File: src/hw/rtl/rc4_stream_cipher_unit_assert.svh
// ----------------------------------------------------------------------------
// rc4 stream cipher assertion macros
// concurrent assertions clocked on clk and disabled while arst_n is low;
// they compile to nothing when SYNTH is defined
// ----------------------------------------------------------------------------
`ifndef RC4_STREAM_CIPHER_UNIT_ASSERT_SVH
`define RC4_STREAM_CIPHER_UNIT_ASSERT_SVH

`ifndef SYNTH
// property holds at every clock edge
`define RC4_ASSERT(lbl, prop) \
	lbl: assert property (@(posedge clk) disable iff (!arst_n) (prop)) \
		else $error("rc4 assertion failed");
// consequent holds in the cycle after the antecedent
`define RC4_ASSERT_NEXT(lbl, ante, cons) \
	lbl: assert property (@(posedge clk) disable iff (!arst_n) (ante) |=> (cons)) \
		else $error("rc4 assertion failed");
`else
`define RC4_ASSERT(lbl, prop)
`define RC4_ASSERT_NEXT(lbl, ante, cons)
`endif

`endif

File: src/hw/rtl/rc4_pkg.sv
`timescale 1ns / 1ps
// ----------------------------------------------------------------------------
// rc4 package
// shared types and constants of the rc4 stream cipher unit
// ----------------------------------------------------------------------------
package rc4_pkg;

	typedef logic [7:0] byte_t;
	typedef logic [8:0] count_t;

	localparam int    PERM_DEPTH = 256;
	localparam byte_t PERM_LAST  = 8'hFF;

	typedef enum logic [7:0] {
		ST_IDLE   = 8'b0000_0001,
		ST_READ_J = 8'b0000_0010,
		ST_SWAP_I = 8'b0000_0100,
		ST_FINISH = 8'b0000_1000,
		ST_KS_A   = 8'b0001_0000,
		ST_KS_B   = 8'b0010_0000,
		ST_KS_C   = 8'b0100_0000,
		ST_KS_W   = 8'b1000_0000
	} state_t;

endpackage

File: src/hw/rtl/rc4_in_if.sv
`timescale 1ns / 1ps
// ----------------------------------------------------------------------------
// rc4 input channel
// valid/ready channel carrying one key or data byte per item
// ----------------------------------------------------------------------------
interface rc4_in_if;

	logic          valid;
	logic          ready;
	logic          kind;
	rc4_pkg::byte_t byte_in;
	logic          last;

	modport source (output valid, output kind, output byte_in, output last, input ready);
	modport sink   (input valid, input kind, input byte_in, input last, output ready);

endinterface

File: src/hw/rtl/rc4_out_if.sv
`timescale 1ns / 1ps
// ----------------------------------------------------------------------------
// rc4 output channel
// valid/ready channel carrying one enciphered byte per item
// ----------------------------------------------------------------------------
interface rc4_out_if;

	logic          valid;
	logic          ready;
	rc4_pkg::byte_t byte_out;
	logic          last_out;

	modport source (output valid, output byte_out, output last_out, input ready);
	modport sink   (input valid, input byte_out, input last_out, output ready);

endinterface

File: src/hw/rtl/rc4_stream_cipher_unit.sv
`timescale 1ns / 1ps
// ----------------------------------------------------------------------------
// rc4 stream cipher unit
// byte-wide rc4 cipher with key store, key schedule and keystream generator
// ----------------------------------------------------------------------------
// Key bytes (kind 0) are written to the key store at one byte per cycle; the
// key byte marked last starts the key schedule, 256 swap steps through
// ST_KS_A, ST_KS_B and ST_KS_C plus a final write, during which no item is taken.
// A data byte (kind 1) passes through ST_READ_J, ST_SWAP_I and ST_FINISH, and
// its result is registered on leaving ST_FINISH once the output slot is free;
// the next item can be taken in ST_FINISH when the slot is free, so a result
// waits in an output register while the next item is already at work. The
// pacing is set by the permutation memory, which has one read port and one
// write port, so the reads of s[i], s[j] and s[s[i]+s[j]] and the two swap
// writes are spread over the states. Data sent before any key uses the identity
// permutation, and the keystream runs on across messages until a new key is scheduled.
`include "rc4_stream_cipher_unit_assert.svh"

module rc4_stream_cipher_unit #(
	parameter int KEY_MAX = 256
) (
	input  logic      clk,
	input  logic      arst_n,
	rc4_in_if.sink    din,
	rc4_out_if.source dout
);
	import rc4_pkg::*;

	state_t state_q, state_d;

	// permutation memory, one read and one write port, with valid bits
	byte_t                 perm_mem [PERM_DEPTH];
	logic [PERM_DEPTH-1:0] perm_vld_q;
	logic                  perm_re, perm_we, perm_clr;
	byte_t                 perm_ra, perm_wa, perm_wd;
	byte_t                 perm_rd_s1, perm_rd_addr_s1, perm_rd;
	logic                  perm_rd_vld_s1;

	// key store
	byte_t key_mem [PERM_DEPTH];
	logic  key_re, key_we;
	byte_t key_ra, key_wa, key_rd_s1;

	byte_t  i_q, j_q, n_q, k_q;
	byte_t  a_q, sum_q, t_q, data_q;
	logic   last_q;
	count_t key_cnt_q, cnt_eff, cnt_next;
	logic   key_open_q;
	logic   out_valid_q, out_last_q;
	byte_t  out_byte_q;

	logic   accept, slot_free;
	state_t nxt_accept;
	byte_t  ks_byte, ks_j, k_next;

	assign accept    = din.valid && din.ready;
	assign slot_free = !out_valid_q || dout.ready;
	assign din.ready = (state_q == ST_IDLE) || (state_q == ST_FINISH && slot_free);

	assign dout.valid    = out_valid_q;
	assign dout.byte_out = out_byte_q;
	assign dout.last_out = out_last_q;

	// entry never written since identity reads as its own index
	assign perm_rd = perm_rd_vld_s1 ? perm_rd_s1 : perm_rd_addr_s1;

	// key write bookkeeping, a closed key restarts the count
	assign cnt_eff  = key_open_q ? key_cnt_q : '0;
	assign key_we   = accept && !din.kind && (cnt_eff < count_t'(KEY_MAX));
	assign key_wa   = cnt_eff[7:0];
	assign cnt_next = key_we ? cnt_eff + count_t'(1) : cnt_eff;
	assign perm_clr = accept && !din.kind && din.last;

	assign nxt_accept = din.kind ? ST_READ_J : (din.last ? ST_KS_A : ST_IDLE);

	// j1 holds a after the swap, so that entry is forwarded here
	assign ks_byte = (sum_q == j_q) ? a_q : perm_rd;
	assign ks_j    = j_q + key_rd_s1 + perm_rd;
	assign k_next  = (({1'b0, k_q} + count_t'(1)) >= key_cnt_q) ? '0 : k_q + 8'd1;

	always_comb begin
		perm_re = 1'b0;
		perm_we = 1'b0;
		perm_ra = i_q + 8'd1;
		perm_wa = j_q;
		perm_wd = a_q;
		key_re  = 1'b0;
		key_ra  = k_q;
		unique case (state_q)
			ST_IDLE: begin
				perm_re = accept && din.kind;
			end
			ST_READ_J: begin
				perm_re = 1'b1;
				perm_ra = j_q + perm_rd;
			end
			ST_SWAP_I: begin
				perm_we = 1'b1;
				perm_wa = i_q;
				perm_wd = perm_rd;
				perm_re = 1'b1;
				perm_ra = a_q + perm_rd;
			end
			ST_FINISH: begin
				perm_we = 1'b1;
				perm_re = accept && din.kind;
			end
			ST_KS_A: begin
				// second write of the previous swap step
				perm_we = (n_q != 8'd0);
				perm_wd = t_q;
				perm_re = 1'b1;
				perm_ra = n_q;
				key_re  = 1'b1;
			end
			ST_KS_B: begin
				perm_re = 1'b1;
				perm_ra = ks_j;
			end
			ST_KS_C: begin
				perm_we = 1'b1;
				perm_wa = n_q;
				perm_wd = perm_rd;
			end
			ST_KS_W: begin
				perm_we = 1'b1;
				perm_wd = t_q;
			end
			default: begin
			end
		endcase
	end

	always_comb begin
		state_d = state_q;
		unique case (state_q)
			ST_IDLE:   if (accept) state_d = nxt_accept;
			ST_READ_J: state_d = ST_SWAP_I;
			ST_SWAP_I: state_d = ST_FINISH;
			ST_FINISH: if (slot_free) state_d = accept ? nxt_accept : ST_IDLE;
			ST_KS_A:   state_d = ST_KS_B;
			ST_KS_B:   state_d = ST_KS_C;
			ST_KS_C:   state_d = (n_q == PERM_LAST) ? ST_KS_W : ST_KS_A;
			ST_KS_W:   state_d = ST_IDLE;
			default:   state_d = ST_IDLE;
		endcase
	end

	// permutation memory with write-through on a same-entry read
	always_ff @(posedge clk) begin
		if (perm_we) perm_mem[perm_wa] <= perm_wd;
		if (perm_re) begin
			perm_rd_addr_s1 <= perm_ra;
			if (perm_we && perm_wa == perm_ra) begin
				perm_rd_s1     <= perm_wd;
				perm_rd_vld_s1 <= 1'b1;
			end else begin
				perm_rd_s1     <= perm_mem[perm_ra];
				perm_rd_vld_s1 <= perm_vld_q[perm_ra];
			end
		end
	end

	always_ff @(posedge clk or negedge arst_n) begin
		if (!arst_n) begin
			perm_vld_q <= '0;
		end else if (perm_clr) begin
			perm_vld_q <= '0;
		end else if (perm_we) begin
			perm_vld_q[perm_wa] <= 1'b1;
		end
	end

	always_ff @(posedge clk) begin
		if (key_we) key_mem[key_wa] <= din.byte_in;
		if (key_re) key_rd_s1 <= key_mem[key_ra];
	end

	always_ff @(posedge clk or negedge arst_n) begin
		if (!arst_n) begin
			state_q     <= ST_IDLE;
			i_q         <= '0;
			j_q         <= '0;
			n_q         <= '0;
			k_q         <= '0;
			key_cnt_q   <= '0;
			key_open_q  <= 1'b0;
			out_valid_q <= 1'b0;
		end else begin
			state_q <= state_d;
			if (state_q == ST_FINISH && slot_free) begin
				out_valid_q <= 1'b1;
			end else if (dout.valid && dout.ready) begin
				out_valid_q <= 1'b0;
			end
			if (accept) begin
				if (din.kind) begin
					key_open_q <= 1'b0;
					i_q        <= i_q + 8'd1;
				end else begin
					key_open_q <= !din.last;
					key_cnt_q  <= cnt_next;
					if (din.last) begin
						i_q <= '0;
						j_q <= '0;
						n_q <= '0;
						k_q <= '0;
					end
				end
			end
			unique case (state_q)
				ST_READ_J: j_q <= j_q + perm_rd;
				ST_KS_B:   j_q <= ks_j;
				ST_KS_C: begin
					n_q <= n_q + 8'd1;
					k_q <= k_next;
				end
				ST_KS_W:   j_q <= '0;
				default: begin
				end
			endcase
		end
	end

	always_ff @(posedge clk) begin
		if (accept) begin
			data_q <= din.byte_in;
			last_q <= din.last;
		end
		if (state_q == ST_READ_J) a_q <= perm_rd;
		if (state_q == ST_SWAP_I) sum_q <= a_q + perm_rd;
		if (state_q == ST_KS_B) t_q <= perm_rd;
		if (state_q == ST_FINISH && slot_free) begin
			out_byte_q <= data_q ^ ks_byte;
			out_last_q <= last_q;
		end
	end

	`RC4_ASSERT(a_data_result, (accept && din.kind) |-> ##4 dout.valid)
	`RC4_ASSERT(a_out_from_finish, $rose(dout.valid) |-> ($past(state_q) == ST_FINISH))
	`RC4_ASSERT_NEXT(a_ks_end_clears, state_q == ST_KS_W, state_q == ST_IDLE && i_q == '0 && j_q == '0)
	`RC4_ASSERT(a_key_cnt_bound, key_cnt_q <= count_t'(KEY_MAX))

endmodule

File: src/flat_wrapper.sv
// flat-port wrapper written by rule: the top's interface ports become plain ports
module rc4_stream_cipher_unit_flat import rc4_pkg::*;
#(
	parameter int KEY_MAX = 256
)
  (clk, arst_n, din_valid, din_kind, din_byte_in, din_last, din_ready, dout_valid, dout_byte_out, dout_last_out, dout_ready);
  rc4_in_if din_i ();
  rc4_out_if dout_i ();
  input  logic clk;
  input  logic arst_n;
  input wire logic [$bits(din_i.valid)-1:0] din_valid;
  input wire logic [$bits(din_i.kind)-1:0] din_kind;
  input wire logic [$bits(din_i.byte_in)-1:0] din_byte_in;
  input wire logic [$bits(din_i.last)-1:0] din_last;
  output wire logic [$bits(din_i.ready)-1:0] din_ready;
  output wire logic [$bits(dout_i.valid)-1:0] dout_valid;
  output wire logic [$bits(dout_i.byte_out)-1:0] dout_byte_out;
  output wire logic [$bits(dout_i.last_out)-1:0] dout_last_out;
  input wire logic [$bits(dout_i.ready)-1:0] dout_ready;
  assign din_i.valid = din_valid;
  assign din_i.kind = din_kind;
  assign din_i.byte_in = din_byte_in;
  assign din_i.last = din_last;
  assign din_ready = din_i.ready;
  assign dout_valid = dout_i.valid;
  assign dout_byte_out = dout_i.byte_out;
  assign dout_last_out = dout_i.last_out;
  assign dout_i.ready = dout_ready;
  rc4_stream_cipher_unit #(.KEY_MAX(KEY_MAX)) u_core (.clk(clk), .arst_n(arst_n), .din(din_i), .dout(dout_i));
endmodule
File: config.mk
export PLATFORM = sky130hd
export DESIGN_NAME = rc4_stream_cipher_unit_flat
export DESIGN_NICKNAME = d
export VERILOG_FILES = /design/src/hw/rtl/rc4_pkg.sv /design/src/hw/rtl/rc4_in_if.sv /design/src/hw/rtl/rc4_out_if.sv /design/src/hw/rtl/rc4_stream_cipher_unit.sv /design/src/flat_wrapper.sv
export VERILOG_INCLUDE_DIRS = /design/src /design/src/hw/rtl
export SDC_FILE = /design/constraint.sdc
export NUM_CORES = 2
export LEC_CHECK = 0
export BUFFER_PORTS_ARGS = -buffer_cell sky130_fd_sc_hd__buf_2
export CAP_MARGIN = 20
export CORE_ASPECT_RATIO = 0.9
export CORE_MARGIN = 2
export CORE_UTILIZATION = 35
export DETAILED_ROUTE_END_ITERATION = 10
export HOLD_SLACK_MARGIN = 0.08
export SYNTH_ARGS = -nofsm -noshare
export SYNTH_HDL_FRONTEND = slang
export SYNTH_SLANG_ARGS = --single-unit
File: constraint.sdc
create_clock -name clk -period 5.5 [get_ports clk]
set_input_delay 0.55 -clock clk [delete_from_list [all_inputs] [get_ports clk]]
set_output_delay 0.55 -clock clk [all_outputs]
set_load 0.03 [all_outputs]
Word level (Yosys, flattened, before mapping)
Memories as Yosys holds them, arrays and structs flattened. A register that Yosys moved wholly into a read port is not among the register bits.
Cells that the tools add are included.

cells by class
  $add $sub $neg = 9
  equal/unequal tests = 15
  reduce and logical (&&, ||, !) cells = 32
  mux-type cells = 38
  order comparisons = 5
  bitwise logic cells = 3

operator list
  operator                                                                      count
  256-bit two-way mux                                                           2
  256-bit OR                                                                    1
  8-bit two-way mux                                                             14
  8-bit case mux with 7 select lines                                            1
  8-bit adder                                                                   4
  8-bit case mux with 2 select lines                                            2
  8-bit case mux with 4 select lines                                            1
  8-bit by 1-bit adder with 8-bit output, second input constant                 3
  8-bit case mux with 3 select lines                                            1
  8-bit by 9-bit less-than comparator with 1-bit output, second input constant  2
  9-bit two-way mux                                                             2
  8-bit == test                                                                 2
  8-bit == test, second input constant                                          2
  1-bit two-way mux                                                             10
  2-bit nonzero test                                                            5
  8-bit by 1-bit adder with 9-bit output, second input constant                 1
  9-bit by 1-bit adder with 9-bit output, second input constant                 1
  9-bit >= comparator                                                           1
  1-bit logical AND                                                             9
  9-bit less-than comparator, second input constant                             1
  1-bit binary-select mux with 8-bit select                                     1
  1-bit demux with 8-bit select                                                 1
  8-bit by 1-bit == test with 1-bit output, second input constant               1
  8-bit by 2-bit == test with 1-bit output, second input constant               1
  20 further kinds                                                              33

storage, ports and cells
  bits of input ports = 14
  memories kept = 2
  bits in registers = 358
  output and inout port bits = 11
  word-level logic and storage cells = 122
  memory bits (writable) = 4096

memories
  memory           words  bits a word  read ports  clocked after Yosys merged registers in  write ports  RTL line                      RTL
  u_core.key_mem   256    8            1           1                                        1            rc4_stream_cipher_unit.sv:40  byte_t key_mem [PERM_DEPTH];
  u_core.perm_mem  256    8            1           1                                        1            rc4_stream_cipher_unit.sv:32  byte_t perm_mem [PERM_DEPTH];

Depth between registers and ports, before layout
  word-level depth = 9
  depth in mapped cells = 23
  gate-level depth less buffers = 19

Least setup slack after synthesis
Ideal clock, no wire load.

  path type = flip-flop to flip-flop
  start = register u_core.state_q[4]
  end = memory u_core.perm_mem[0][4] (netlist bit) (data pin)
  arrival time = 5.025 ns
  setup slack = -0.393 ns
  period minus slack after synthesis = 5.893 ns
  path buffers = 2
  required time = 4.633 ns
  stages on the path, launching flop included = 8
  setup time = 0.867 ns
  path through = dfrtp_1 > buf_2 > or3_1 > or4_1 > clkbuf_1 > nand2_1 > and2_1 > a221o_1

on the way
  longest elaborated chain between the ends = 3
  elaborated cells on any way between the ends = 7
  those cells by class = 4 x eq/ne; 1 x mux; 2 x reduce/logical

RTL lines
  what                                                              RTL line                       RTL
  start, declared                                                   rc4_stream_cipher_unit.sv:29   state_t state_q, state_d;
  start signal, assigned                                            rc4_stream_cipher_unit.sv:190  state_q <= state_d;
  8-bit by 5-bit == test with 1-bit output (tied with other cells)  rc4_stream_cipher_unit.sv:89   unique case (state_q)
  2-bit OR reduction (no line)                                      -
  8-bit case mux with 2 select lines *                              rc4_stream_cipher_unit.sv:89
  net u_core.perm_wd[4]                                             rc4_stream_cipher_unit.sv:35   byte_t perm_ra, perm_wa, perm_wd;
  end, declared                                                     rc4_stream_cipher_unit.sv:32

Mark *: on every way through the listed nets, which the timed path passes. The rest lies on a longest branch.

Final worst setup path
  start = register u_core.perm_rd_vld_s1
  end = register u_core.perm_rd_s1[6], read port of u_core.perm_mem (data pin)

on the way
  longest elaborated chain between the ends = 3
  elaborated cells on any way between the ends = 5
  those cells by class = 3 x add/sub; 2 x mux

RTL lines
  what                                   RTL line                                                                                   RTL
  start, declared                        rc4_stream_cipher_unit.sv:37                                                               logic perm_rd_vld_s1;
  start signal, assigned                 rc4_stream_cipher_unit.sv:159                                                              perm_rd_vld_s1 <= perm_vld_q[perm_ra];
  8-bit two-way mux *                    rc4_stream_cipher_unit.sv:65                                                               assign perm_rd = perm_rd_vld_s1 ? perm_rd_s1 : perm_rd_addr_s1;
  net u_core.perm_rd[0]                  rc4_stream_cipher_unit.sv:36                                                               byte_t perm_rd_s1, perm_rd_addr_s1, perm_rd;
  8-bit adder, on equally long branches  rc4_stream_cipher_unit.sv:78, rc4_stream_cipher_unit.sv:95, rc4_stream_cipher_unit.sv:102
  8-bit case mux with 4 select lines *   rc4_stream_cipher_unit.sv:89
  end, declared                          rc4_stream_cipher_unit.sv:36

Marks and branches as above.
A chain may end at the register's enable or synchronous reset.

==> tab_implementation.tex <==
\begin{tabular}{lr}
\hline
Metric & Value \\
\hline
\multicolumn{2}{l}{\textbf{Run status}} \\
\quad Result of the run & finished clean \\
\multicolumn{2}{l}{\textbf{STA}} \\
\quad Final setup violation count & 0 \\
\quad Final sum of negative setup slack & 0 ns \\
\quad Worst slew margin relative to its limit & 18.5\% \\
\quad Final Skew & 0.0557 ns \\
\quad Transition time at the pin with the least slew margin & 1.22 ns \\
\quad Number of max-slew violations in the final report & 0 \\
\quad Min cycle time layout & 5.50 ns \\
\quad Final Cycle Share & 100\% \\
\quad Unrepaired setup endpoints after global routing & true \\
\quad F\_max & 182 MHz \\
\quad Final worst setup slack & 0.0000675 ns \\
\quad Final Hold Viols & 0 \\
\multicolumn{2}{l}{\textbf{Final layout}} \\
\quad Area used by multi-input combinational logic & 0.0440 mm\^{}2 \\
\quad Count of placed standard cells in the final layout, fillers left out & 19400 \\
\quad Area grow syn2layout & 17.2\% \\
\quad Post-layout nets & 12300 \\
\quad FF/Latch Area & 0.133 mm\^{}2 \\
\quad Share of cells above drive strength 1 & 20.5\% \\
\quad Final design area excluding fillers & 0.210 mm\^{}2 \\
\quad Layout filler cell count & 45900 \\
\multicolumn{2}{l}{\textbf{Route}} \\
\quad Avg WL per Cell & 28.5 um \\
\quad WL final & 553000 um \\
\quad Count of routing violations after the opening detailed-route iteration & 15200 \\
\quad Total number of vias & 108000 \\
\quad Mean number of vias per cell & 5.58 \\
\quad Remaining design rule violation count & 0 \\
\quad First-pass detailed-route iteration total & 7 \\
\quad Detail Route Antenna Nets & 0 \\
\multicolumn{2}{l}{\textbf{Critical path}} \\
\quad Required time at the worst-slack endpoint & 6.27 ns \\
\quad Critical path startpoint & u\_core.perm\_rd\_vld\_s1\$\_SDFFCE\_PP1P\_ \\
\quad Worst Setup Path Type & flip-flop to flip-flop \\
\quad Origin of the critical flop-to-flop path & u\_core.perm\_rd\_vld\_s1\$\_SDFFCE\_PP1P\_ \\
\quad CP Cell Sequence & buf\_6 > mux2\_4 > buf\_4 > ha\_1 > fa\_2 > xor2\_1 > a22o\_4 > nor3\_4 > buf\_12 > inv\_12 > buf\_4 > buf\_4 > a211oi\_1 > a311oi\_1 > a311oi\_1 > a211oi\_1 > a31o\_2 > a31oi\_2 > nand3\_1 > o211a\_1 \\
\quad Critical path buffers and inverters & 6 \\
\quad Critical path capture point type & flip-flop \\
\quad CP top delay family & compound AO/OA/AOI/OAI gates \\
\quad Maximum fanout encountered on the critical timing path & 15 \\
\quad Crit path top cell by count & sky130\_fd\_sc\_hd\_\_buf\_4 \\
\quad Kind of start point of the critical path & flip-flop \\
\quad Crit path DAT & 6.27 ns \\
\quad Peak per-stage delay on the critical path & 0.50 ns \\
\quad Cell type of the slowest stage on the worst timing path & sky130\_fd\_sc\_hd\_\_a311oi\_1 \\
\multicolumn{2}{l}{\textbf{Logic synthesis}} \\
\quad Post-synthesis average cell area & 15.7 um\^{}2 \\
\quad Most used flip-flop cell after synthesis & sky130\_fd\_sc\_hd\_\_edfxtp\_1 \\
\quad Sequential share of the synthesized area & 74.1\% \\
\quad Adder-Cell Fraction of Synth Area & 0.370\% \\
\quad Most numerous cell types in the synthesized netlist & sky130\_fd\_sc\_hd\_\_edfxtp\_1 (4163), sky130\_fd\_sc\_hd\_\_nand2\_1 (2005), sky130\_fd\_sc\_hd\_\_nor2\_1 (1157), sky130\_fd\_sc\_hd\_\_nand3\_1 (737), sky130\_fd\_sc\_hd\_\_mux4\_2 (682) \\
\quad Post-Synthesis Cell Area & 0.179 mm\^{}2 \\
\quad Net count after synthesis & 11500 \\
\quad Fraction of post-synthesis cell area in the top cell type by area & 69.8\% \\
\quad Xor-xnor portion of the synthesized cell area & 0.279\% \\
\quad Post-synthesis simple-gate area fraction & 10.0\% \\
\quad Share of synthesized area spent on multiplexers & 10.1\% \\
\quad Post-Syn Instances & 11400 \\
\quad Synth unique cells & 90 \\
\quad Top post-synthesis cells by area & sky130\_fd\_sc\_hd\_\_edfxtp\_1 (70\%), sky130\_fd\_sc\_hd\_\_mux4\_2 (8.6\%), sky130\_fd\_sc\_hd\_\_dfrtp\_1 (4.3\%), sky130\_fd\_sc\_hd\_\_nand2\_1 (4.2\%), sky130\_fd\_sc\_hd\_\_nor2\_1 (2.4\%) \\
\quad Synth area leader & sky130\_fd\_sc\_hd\_\_edfxtp\_1 \\
\quad Synth Register Bits & 4470 \\
\quad EDFF count, synth & 4163 \\
\quad Share of synthesized registers carrying an async set or reset & 6.87\% \\
\quad Post-synthesis compound-gate area fraction & 3.37\% \\
\quad Largest family of logic cells by synthesized area & multiplexers \\
\quad Number of synthesis warnings & 0 \\
\quad Top-count cell post-synth & sky130\_fd\_sc\_hd\_\_edfxtp\_1 \\
\multicolumn{2}{l}{\textbf{Place}} \\
\quad Estimated wirelength of the detail-placed design & 349000 um \\
\quad Setup WS pre-CTS & -0.793 ns \\
\quad Routability Congestion & 0.959 \\
\quad Post-place instance area & 0.194 mm\^{}2 \\
\quad Quantity of I/O buffers inserted on ports & 24 \\
\quad Placed instance count & 18500 \\
\multicolumn{2}{l}{\textbf{Pwr}} \\
\quad PwrDens & 525 mW/mm\^{}2 \\
\quad Share of power burned in the clock network & 27.4\% \\
\quad Combinational power share & 37.4\% \\
\quad Share of power burned in registers & 35.3\% \\
\quad Internal power & 0.0696 W \\
\quad Worst-case vdd ir drop & 0.000625 V \\
\quad Reported leakage power & 69.8 nW \\
\quad PnR Total Power & 0.110 W \\
\quad Net Sw Frac & 36.9\% \\
\quad NetSw & 0.0407 W \\
\multicolumn{2}{l}{\textbf{GRT}} \\
\quad Number of antenna violations at the first check in global routing & 23 \\
\quad Vias in the first global route & 103000 \\
\quad Maximum number of pins on one net before global-route repair & 158 \\
\quad Overall track demand over capacity in global routing & 20.7\% \\
\quad Global-route wire length before repair & 781000 um \\
\quad Gr ovfl total & 0 \\
\multicolumn{2}{l}{\textbf{Floorplanning}} \\
\quad Initial Utilization & 35.1\% \\
\quad Die X & 758 um \\
\quad Std-Cell Rows & 249 \\
\quad Die Height & 683 um \\
\quad Full die area & 0.518 mm\^{}2 \\
\quad Boundary pin count & 25 \\
\quad Std-Cell Core Area & 0.510 mm\^{}2 \\
\multicolumn{2}{l}{\textbf{Clock network}} \\
\quad Clk slew on worst S/H paths & 0.07 ns \\
\quad Number of buffers on the longest clock path & 4 \\
\quad Worst-skew pair later-pin latency & 1.02 ns \\
\quad CTS tree & done \\
\quad Clock buffers created by TritonCTS & 446 \\
\quad Sink count of the clock tree & 4470 \\
\quad H-tree levels & 5 \\
\quad Cell chosen for the clock root & sky130\_fd\_sc\_hd\_\_clkbuf\_16 \\
\multicolumn{2}{l}{\textbf{Min path}} \\
\quad Worst min path class & primary input to asynchronous set/reset pin \\
\multicolumn{2}{l}{\textbf{Run}} \\
\quad Total of max-cap violations & 0 \\
\hline
\end{tabular}
-- path summary, 6_finish.rpt --
kind,depth (start not counted),end,slack (ns)
max in group asynchronous,3,u_core.k_q[1]$_DFFE_PN0P_,4.20
max,20,u_core.perm_rd_s1[6]$_DFFE_PP_,0.00007
min in group clk,1,u_core.key_mem[124][4]$_DFFE_PP_,0.09
min reg2reg,0,u_core.dout.last_out$_DFFE_PP_,0.48
max reg2reg,20,u_core.perm_rd_s1[6]$_DFFE_PP_,0.00007
min,2,u_core.perm_vld_q[159]$_DFFE_PN0P_,0.09
-- logic make-up (layout without fill, tap and decap cells) --
group,count (synthesis),after routing
DFF,4470,4470
and+or+nand+nor,4261,4261
muxes,950,950
AOI/OAI and AO/OA,868,868
buffers and inverters,742,1960
xor gates and xnor gates,57,57
adders and majority gates,47,47
other,0,14
-- worst reg2reg max path, delay by kind of cell, from the launching register on --
kind / cells / cell delay [ns]
compound gates: 8 / 2.20
xor+xnor: 1 / 0.21
fa+ha+maj: 2 / 0.56
buf+inv: 6 / 1.07
flops: 1 / 0.46
mux: 1 / 0.34
simple gates: 2 / 0.43
-- sequential cells by signal, indices dropped and copies added (netlist names), 9 cells and up --
signal / count
u_core.key_mem: 2048
u_core.perm_vld_q: 256
u_core.key_cnt_q: 9
u_core.perm_mem: 2048
-- metal layers --
layer  vias to the layer above  wire length (um)  global-route usage [%]
met5                         -                79                       0
met2                      5946            250000                    31.8
li1                      45300                 -                       -
met1                     56000            222000                    29.0
met3                      1080             56500                    4.38
met4                        12             24400                    8.20
-- stage by stage --
step	util, %	hold WS, ns
2_1_floorplan	-	0.254
3_3_place_gp	38.1	0.473
3_5_place_dp	38.1	0.479
4_1_cts	41.0	0.122
5_1_grt	41.1	0.114
6_report	41.1	0.0863
-- layout by cell type (no fill, tap or decap), drive strengths merged, types with 26 or more instances in the layout --
cell type,count
edfxtp,4163
nand2,2005
nor2,1159
buf,1069
nand3,737
mux4,682
clkbuf,583
dfrtp,306
mux2i,257
clkinv,189
a21oi,176
and3,129
a31oi,118
o21ai,118
a311oi,84
nand4,65
inv,64
a211oi,62
a32oi,58
nor3,51
ha,37
bufinv,35
o22ai,34
nor4b,32
xnor2,31
a22oi,27
a221oi,27
xor2,26
-- power by group through the flow --
| stage | sequential [W] | combinational [W] | clock (W) |
|---|---|---|---|
| floorplan | 0.0394 | 0.0194 | 0 |
| global placement | 0.0396 | 0.0388 | 0 |
| detailed placement | 0.0396 | 0.0389 | 0 |
| CTS | 0.0389 | 0.0395 | 0.0305 |
| global route | 0.0389 | 0.0425 | 0.0318 |
| finish | 0.0389 | 0.0412 | 0.0302 |
-- area by class of cell --
class	count	share of cell area (%)
diodes	14	0.0167
flip-flops and latches	4470	63.2
clock inverters	254	1.12
repair buffers	1081	4.83
well taps	6777	4.04
inverters	46	0.104
clock buffers	579	5.70
multi-input cells	6183	21.0
-- what timing repair did --
item	in CTS	in global routing
gates resized for setup	55	99
pin swaps	6	28
buffers inserted	7	17
hold buffers	8	0
endpoints found under the setup margin	9	9
cloned	0	4
hold endpoints to repair	153	0
Note: power is estimated with default switching activity, not from simulation.
